`config.mk`:
```
export PLATFORM = sky130hd
export DESIGN_NAME = rom_ctrl
export DESIGN_NICKNAME = d
export VERILOG_FILES = /design/src/hw/rtl/rom_pkg.sv /design/src/hw/rtl/rom_ctrl.sv
export SDC_FILE = /design/constraint.sdc
export NUM_CORES = 1
export LEC_CHECK = 0
export ABC_CLOCK_PERIOD_IN_PS = 1700
export BUFFER_PORTS_ARGS = -buffer_cell sky130_fd_sc_hd__buf_2
export CAP_MARGIN = 20
export CORE_AREA = 2 2 39 41
export DETAILED_ROUTE_END_ITERATION = 12
export DIE_AREA = 0 0 41 43
export PLACE_DENSITY = 0.35
export SLEW_MARGIN = 20
export SYNTH_ARGS = -nofsm -noshare
export SYNTH_HDL_FRONTEND = slang
export SYNTH_SLANG_ARGS = --single-unit
```
`constraint.sdc`:
```
create_clock -name clk -period 1.7 [get_ports clk]
set_input_delay 0 -clock clk [delete_from_list [all_inputs] [get_ports clk]]
set_output_delay 0 -clock clk [all_outputs]
set_load 0.01 [all_outputs]
```
`src/hw/rtl/rom_pkg.sv`:
```
`timescale 1ns / 1ps
package rom_pkg;

    typedef enum logic [1:0] {
        FUNC_SUBMIT = 2'd0,
        FUNC_CANCEL = 2'd1,
        FUNC_TICK   = 2'd2,
        FUNC_QUERY  = 2'd3
    } func_t;

    localparam logic [3:0] CODE_DONE      = 4'd0;
    localparam logic [3:0] CODE_IGNORED   = 4'd1;
    localparam logic [3:0] CODE_INVALID   = 4'd2;
    localparam logic [3:0] CODE_CONFLICT  = 4'd3;
    localparam logic [3:0] CODE_BACKDATED = 4'd4;
    localparam logic [3:0] CODE_FULL      = 4'd5;
    localparam logic [3:0] CODE_UNKNOWN   = 4'd6;
    localparam logic [3:0] CODE_BAD_TICK  = 4'd7;
    localparam logic [3:0] CODE_EXHAUSTED = 4'd8;

    localparam logic [1:0] ST_WORKING   = 2'd0;
    localparam logic [1:0] ST_FILLED    = 2'd1;
    localparam logic [1:0] ST_CANCELLED = 2'd2;
    localparam logic [1:0] ST_EXPIRED   = 2'd3;

    localparam logic [1:0] TIF_RESTING = 2'd0;
    localparam logic [1:0] TIF_FOK     = 2'd2;
    localparam logic [1:0] TIF_BAD     = 2'd3;

    localparam logic [29:0] QTY_MAX = 30'd1000000000;

    localparam logic CFG_INSTRUMENT = 1'b0;
    localparam logic CFG_LIMIT      = 1'b1;

    // One stored order.
    typedef struct packed {
        logic [31:0] id;
        logic        side;
        logic [1:0]  tif;
        logic [29:0] qty;
        logic [31:0] limit;
        logic [47:0] t_sub;
        logic [47:0] t_exp;
        logic [29:0] filled;
        logic [1:0]  status;
    } entry_t;

    typedef struct packed {
        logic capture;
        logic step;
        logic finish;
    } cmd_t;

    typedef struct packed {
        logic walk_done;
    } stat_t;

endpackage

```
`src/hw/rtl/rom_ctrl.sv`:
```
`timescale 1ns / 1ps
module rom_ctrl
(
    input  logic           clk,
    input  logic           rst_n,
    input  logic           start,
    output logic           busy,
    input  rom_pkg::stat_t stat,
    output rom_pkg::cmd_t  cmd
);
    import rom_pkg::*;

    typedef enum logic [2:0] {
        S_IDLE   = 3'b001,
        S_WALK   = 3'b010,
        S_FINISH = 3'b100
    } state_t;

    state_t state_reg;
    state_t state_next;

    always_comb
    begin
        state_next = state_reg;
        cmd        = '0;
        case (state_reg)
            S_IDLE:
            begin
                if (start)
                begin
                    cmd.capture = 1'b1;
                    state_next  = S_WALK;
                end
            end
            S_WALK:
            begin
                cmd.step = 1'b1;
                if (stat.walk_done)
                begin
                    state_next = S_FINISH;
                end
            end
            S_FINISH:
            begin
                cmd.finish = 1'b1;
                state_next = S_IDLE;
            end
            default:
            begin
                state_next = S_IDLE;
            end
        endcase
    end

    assign busy = (state_reg != S_IDLE);

    always_ff @(posedge clk or negedge rst_n)
    begin
        if (!rst_n)
        begin
            state_reg <= S_IDLE;
        end
        else
        begin
            state_reg <= state_next;
        end
    end

endmodule

```
---- Word level (Yosys, flattened, before mapping) ----
Cells that the tools add are included.
operators by class
  reductions and logical operators ........ 1
  mux-type cells .......................... 7
  eq/ne operators ......................... 6
operators by type and width
  cell                  count
  $mux W3               2
  $pmux W3 S2           1
  $mux W1               4
  $ne A2 B2 Y1 const B  2
  $eq A3 B1 Y1 const B  1
  $eq A3 B2 Y1 const B  1
  $eq A3 B3 Y1 const B  1
  $ne A3 B1 Y1 const B  1
  $reduce_and A2 Y1     1
word-level totals
  input port bits ......................... 4
  flip-flop bits (word level) ............. 3
  logic and storage cells ................. 15
  output and inout port bits .............. 4

---- Logic depth before layout (Yosys ltp) ----
Gate-level depths: netlist (run 1).
  depth in word-level cells ............... 3
  depth in mapped cells ................... 2
  mapped depth without buffers ............ 2

---- Worst setup path before layout (run 1) ----
OpenSTA, ideal clock, no wires.
  kind .................................... reg2reg
  start point ............................. register state_reg[0]
  end point ............................... register state_reg[1]
  data required time ...................... 1.635 ns
  data arrival time ....................... 0.965 ns
  stages on the path, launching flop included .. 3
  clock period less this slack ............ 1.030 ns
  path slack .............................. 0.670 ns
  buffers on the path ..................... 0
  setup time .............................. 0.065 ns
  cell sequence ........................... dfstp_2 -> nor4bb_4 -> or2_1
on the way
  word-level cells in the longest chain between the ends .. 3
  elaborated cells between the ends (all ways) .. 6
  those cells by class .................... eq/ne: 4; mux: 1; reduce/logical: 1
ends and longest elaborated chain
  item                                          RTL line        source
  start, declared                               rom_ctrl.sv:19  state_t state_reg;
  start signal, assigned                        rom_ctrl.sv:65  state_reg <= state_next;
  $eq A3 B2 Y1 or $eq A3 B1 Y1 (tied branches)  rom_ctrl.sv:26  case (state_reg)
  $ne A2 B2 Y1 (no source line)                 --
  $reduce_and A2 Y1 (no source line)            --
Parallel ways exist; a longest one is shown, timed or not.
A chain may end at the register's enable or synchronous reset.

---- Worst setup path after layout (run 1) ----
  start point ............................. register state_reg[0]
  end point ............................... output busy
on the way
  word-level cells in the longest chain between the ends .. 1
ends and longest elaborated chain
  item           RTL line        source
  $ne A3 B1 Y1   rom_ctrl.sv:55  assign busy = (state_reg != S_IDLE);
  end, declared  rom_ctrl.sv:7   output logic busy,
No other way between the ends.

==> results.yml, run 1 <==
setup_path:
  startpoint_type: "flip-flop"
  worstPathBufferInverterCount: 1
  slowest_stage: "dfstp_2"
  slowest_delay_ns: 0.56
  crit_path_end_kind: "output port"
  cp_data_required_time_ns: 1.70
  critPathArrivalTime_ns: 1.28
  critPathMaxFanout: 5
  cpLargestDelayFamily: "flip-flops"
  worstSetupPathType: "reg2out"
  crit_chain: "or3b_1 > buf_2"
clock_tree:
  postCtsSetupBuffers: 0
  cts_tree: "done"
  cts_sinks: 3
  clk_path_buf_depth: 2
  ctsResizeCount: 0
  clk_latency_ns: 0.23
  clk_pin_slew_ns: 0.04
  clock-root-buffer: "clkbuf_4"
  cts_made_buffers: 3
  htreeDepth: 1
global_route:
  grt_pass1_wl_um: 627
  grt_max_degree: 6
  grt.overflow.total: 0
  grt_usage_pct: 5.73
  antenna_found_initial: 0
  grt_pass1_vias: 169
floorplanning:
  io-pin-count: 8
  die_h_um: 43
  fp.dieArea_um2: 1760
  start_util_pct: 11.2
  coreArea_um2: 1380
  row_count: 14
  die_x_um: 41
timing:
  fin_skew_ns: 0.000513
  period_minus_slack_ns: 1.28
  tns_ns: 0
  setup_viol: 0
  post-route-period-util_pct: 75.3
  timing.final.hold_violations: 0
  fmax_mhz: 781
  relSlewSlack_pct: 82.8
  tightest_slew_ns: 0.258
  rsz0062_at_grt: "false"
  finalMaxSlewViolations: 0
synthesis:
  yosysWarnings: 0
  synth_area_um2: 155
  ys_types: 10
  ys.flop_type: "dfrtp_1"
  yosysTopAreaCellShare_pct: 32.3
  avgSynthCellArea_um2: 14.1
  async_flop_share_pct: 100
  yosysMostFrequentCell: "dfrtp_1"
  synthTopCellsByArea: "dfrtp_1, dfstp_2, nor4bb_4"
  synth_fp_nets: 15
  seq_area_frac_synth_pct: 49.2
  synth_cells: 11
  synth_area_leader_cell: "dfrtp_1"
  ys_seq_elements: 3
  synth-edff-count: 0
final_layout:
  antenna_cells: 0
  area_growth_pct: 65.3
  drive_gt1_share_pct: 54.2
  nNetsFinal: 29
  fill_cells: 147
  postLayoutCoreUtil_pct: 18.5
  largest_reg_flops: 3
  final_area_um2: 256
power_and_ir_drop:
  swShare_pct: 31.8
  power.leakage_nw: 0.119
  p_switching_mw: 0.127
  finalPower_mw: 0.398
  p_clk_share_pct: 31.2
  peakVddDrop_v: 0.000414
  p_per_area_nw_per_um2: 1550
  pwr-share-comb_pct: 33.1
  seqPwrFrac_pct: 35.7
  internal-power_mw: 0.272
place:
  placed_cell_area_um2: 210
  hpwl_um: 281
  gp_congestion: 0.584
  port_buffers: 7
routing:
  vias: 136
  wl_um: 360
  viasPerCell: 3.40
  post_drt_wl_per_cell_um: 9.00
  firstDrtPassIters: 1
  antenna_left: 0
  drc: 0
  drt-initial-drc-count: 0
run_status:
  outcome: "finished clean"
worst_hold_path:
  min_path_type: "in2async"
job:
  maxCapViolations: 0
-- metrics by stage --
step           hold WS, ns  setup slack (ns)  instances
2_1_floorplan       -0.296             0.670         11
3_3_place_gp        -0.204             0.681         34
3_5_place_dp        -0.202             0.658         34
4_1_cts             0.0790             0.403         40
5_1_grt             0.0963             0.359         40
6_report            0.0888             0.420         40
-- cell families after synthesis --
| group | share of synthesized area, % |
|---|---|
| and+or+nand+nor | 50.8 |
| DFF | 49.2 |
-- power groups by stage --
stage / Sequential (mW) / Combinational [mW] / Clock, mW
4_1_cts: 0.142 / 0.135 / 0.133
3_3_place_gp: 0.138 / 0.127 / 0
2_1_floorplan: 0.134 / 0.0883 / 0
3_5_place_dp: 0.143 / 0.132 / 0
6_report: 0.142 / 0.132 / 0.124
5_1_grt: 0.151 / 0.146 / 0.141
-- metal layers --
layer | wire length [um] | track usage (%) | vias up
met1 | 151 | 5.83 | 62
met3 | 59 | 2.09 | 0
met5 | 0 | 0 | -
met4 | 0 | 8.00 | 0
met2 | 149 | 7.19 | 8
li1 | - | - | 66
-- path summary, 6_finish.rpt --
check                      cells after the start    startpoint            to  slack, ns
min in group clk                               3         start  state_reg[0]       0.17
hold reg to reg                                2  state_reg[1]  state_reg[0]       0.64
setup reg to reg                               2  state_reg[0]  state_reg[1]       0.67
max in group asynchronous                      2         rst_n  state_reg[0]       1.42
setup / recovery                               2  state_reg[0]          busy       0.42
hold / removal                                 2         rst_n  state_reg[1]       0.09
-- layout by cell type, fill, tap and decap left out, drive strengths merged --
cell type | synthesis | final
and2 | 1 | 1
buf | 0 | 7
clkbuf | 0 | 4
dfrtp | 2 | 2
dfstp | 1 | 1
dlygate4sd3 | 0 | 2
nor2 | 1 | 1
nor3b | 2 | 2
nor4b | 1 | 1
nor4bb | 1 | 1
or2 | 1 | 1
or3b | 1 | 1
-- what timing repair did --
item | in CTS | in global routing
endpoints found under the setup margin | 0 | 0
hold endpoints to repair | 4 | 0
hold buffers | 2 | 0
-- cell type report --
type                       instances  area (um2)  area share (%)
multi-input combinational          8        78.8            30.7
sequential                         3        76.3            29.8
timing repair buffer               9        55.1            21.5
clock buffer                       4        26.3            10.2
tap                               16        20.0            7.80
No activity file was read; power rests on OpenSTA's default activity.
==> inputs of run 2 (changes only) <==
--- a/config.mk
+++ b/config.mk
@@ -5,13 +5,13 @@
 export SDC_FILE = /design/constraint.sdc
 export NUM_CORES = 1
 export LEC_CHECK = 0
-export ABC_CLOCK_PERIOD_IN_PS = 1700
+export ABC_CLOCK_PERIOD_IN_PS = 1150
 export BUFFER_PORTS_ARGS = -buffer_cell sky130_fd_sc_hd__buf_2
 export CAP_MARGIN = 20
 export CORE_AREA = 2 2 39 41
 export DETAILED_ROUTE_END_ITERATION = 12
 export DIE_AREA = 0 0 41 43
-export PLACE_DENSITY = 0.35
+export PLACE_DENSITY = 0.36
 export SLEW_MARGIN = 20
 export SYNTH_ARGS = -nofsm -noshare
 export SYNTH_HDL_FRONTEND = slang
==> constraint.sdc (replaced) <==
create_clock -name clk -period 1.15 [get_ports clk]
set_input_delay 0 -clock clk [delete_from_list [all_inputs] [get_ports clk]]
set_output_delay 0 -clock clk [all_outputs]
set_load 0.01 [all_outputs]
==> results.yml, run 2 (synthesis gave the netlist of run 1 again) <==
routing:
  antenna_left: 0
  post_drt_wl_per_cell_um: 8.95
  drc: 0
  vias: 150
  wl_um: 376
  drt-initial-drc-count: 3
  viasPerCell: 3.57
  firstDrtPassIters: 3
clock_tree:
  clk_latency_ns: 0.24
  clock-root-buffer: "clkbuf_4"
  clk_pin_slew_ns: 0.04
  clk_path_buf_depth: 2
  cts_sinks: 3
  cts_tree: "done"
  htreeDepth: 1
  cts_made_buffers: 3
timing:
  fmax_mhz: 783
  period_minus_slack_ns: 1.28
  worst_slack_ns: -0.127
  post-route-period-util_pct: 111
  setup_viol: 2
  fin_skew_ns: 0.00141
  tightest_slew_ns: 0.209
  finalMaxSlewViolations: 0
  relSlewSlack_pct: 85.9
  rsz0062_at_grt: "true"
  timing.final.hold_violations: 0
floorplanning:
  start_util_pct: 11.2
  io-pin-count: 8
  fp.dieArea_um2: 1760
  die_x_um: 41
  row_count: 14
  die_h_um: 43
  coreArea_um2: 1380
global_route:
  grt_usage_pct: 5.82
  grt.overflow.total: 0
  grt_pass1_wl_um: 558
  grt_max_degree: 6
  antenna_found_initial: 0
  grt_pass1_vias: 147
final_layout:
  largest_reg_flops: 3
  antenna_cells: 0
  stdcell_count: 42
  final_area_um2: 279
  drive_gt1_share_pct: 61.5
  mostFrequentLayoutCell: "buf_2"
  nNetsFinal: 31
  mostFrequentLayoutCells: "buf_2, clkbuf_4, dlygate4sd3_1, buf_4"
  area_growth_pct: 79.8
power_and_ir_drop:
  peakVddDrop_v: 0.000328
  p_per_area_nw_per_um2: 2350
  power.leakage_nw: 0.127
  finalPower_mw: 0.655
setup_path:
  r2r-start: "state_reg[0]"
  worstSetupPathType: "reg2out"
  crit_path_end_kind: "output port"
  ff2ff_path_depth: 3
  critPathArrivalTime_ns: 1.28
  startpoint_type: "flip-flop"
  cp_data_required_time_ns: 1.15
  critPathMaxFanout: 4
  crit_path_start: "state_reg[0]"
job:
  maxCapViolations: 0
run_status:
  outcome: "finished, violations left"
  violations: "negative setup slack"
place:
  gp_congestion: 0.544
  port_buffers: 7
  dpl_worst_slack_ns: 0.105
  placed_cell_area_um2: 210
  place_inst: 34
worst_hold_path:
  min_path_type: "in2async"
[run 2: cell types whose count changed in the layout (fill, tap and decap cells not counted)]
cell	change
buf_4	+2
dfrtp_1	-1
dfrtp_2	+1
nor3b_2	-1
nor3b_4	+1
[run 2: area by class of cell]
cell class / instances / area (um2)
Fill cell: 147 / 1100
Multi-Input combinational cell: 8 / 85.1
Sequential cell: 3 / 77.6
Timing Repair Buffer: 11 / 70.1
Clock buffer: 4 / 26.3
Tap cell: 16 / 20.0
[run 2: layer usage]
metal | vias to the layer above | part of all wire, % | track usage, %
li1 | 69 | - | -
met1 | 66 | 39 | 4.18
met2 | 10 | 39 | 6.56
met3 | 5 | 14 | 6.28
met4 | 0 | 8.0 | 8.00
met5 | - | 0 | 0
[run 2: metrics by stage]
stage / setup TNS [ns] / utilization, % / hold slack, ns
2_1_floorplan: 0 / - / -0.296
3_3_place_gp: 0 / 15.2 / -0.204
3_5_place_dp: 0 / 15.2 / -0.202
4_1_cts: -0.154 / 19.6 / 0.0903
5_1_grt: -0.252 / 20.2 / 0.107
6_report: -0.155 / 20.2 / 0.0914
[run 2: repair_timing]
action | CTS | global route
pin swaps | 0 | 1
hold endpoints to repair | 4 | 0
setup buffers | 2 | 0
hold buffers | 2 | 0
gates resized for setup | 0 | 2
endpoints found under the setup margin | 2 | 3
[run 2: power breakdown]
| group | internal (mW) | switching, mW |
|---|---|---|
| combinational | 0.161 | 0.0946 |
| clock | 0.130 | 0.0589 |
| sequential | 0.155 | 0.0559 |
| total | 0.446 | 0.209 |
[run 2: worst max-delay path, stage by stage, from the launching register on]
cell and delay [ns]:
dfstp_2 0.55, or3b_1 0.35, buf_2 0.15
[run 2: final timing paths]
check,to,slack (ns)
worst max register to register,state_reg[1],0.09
min in group clk,state_reg[0],0.27
worst max-delay path,busy,-0.13
worst min-delay path,state_reg[2],0.09
max in group asynchronous,state_reg[0],0.87
worst min register to register,state_reg[0],0.64
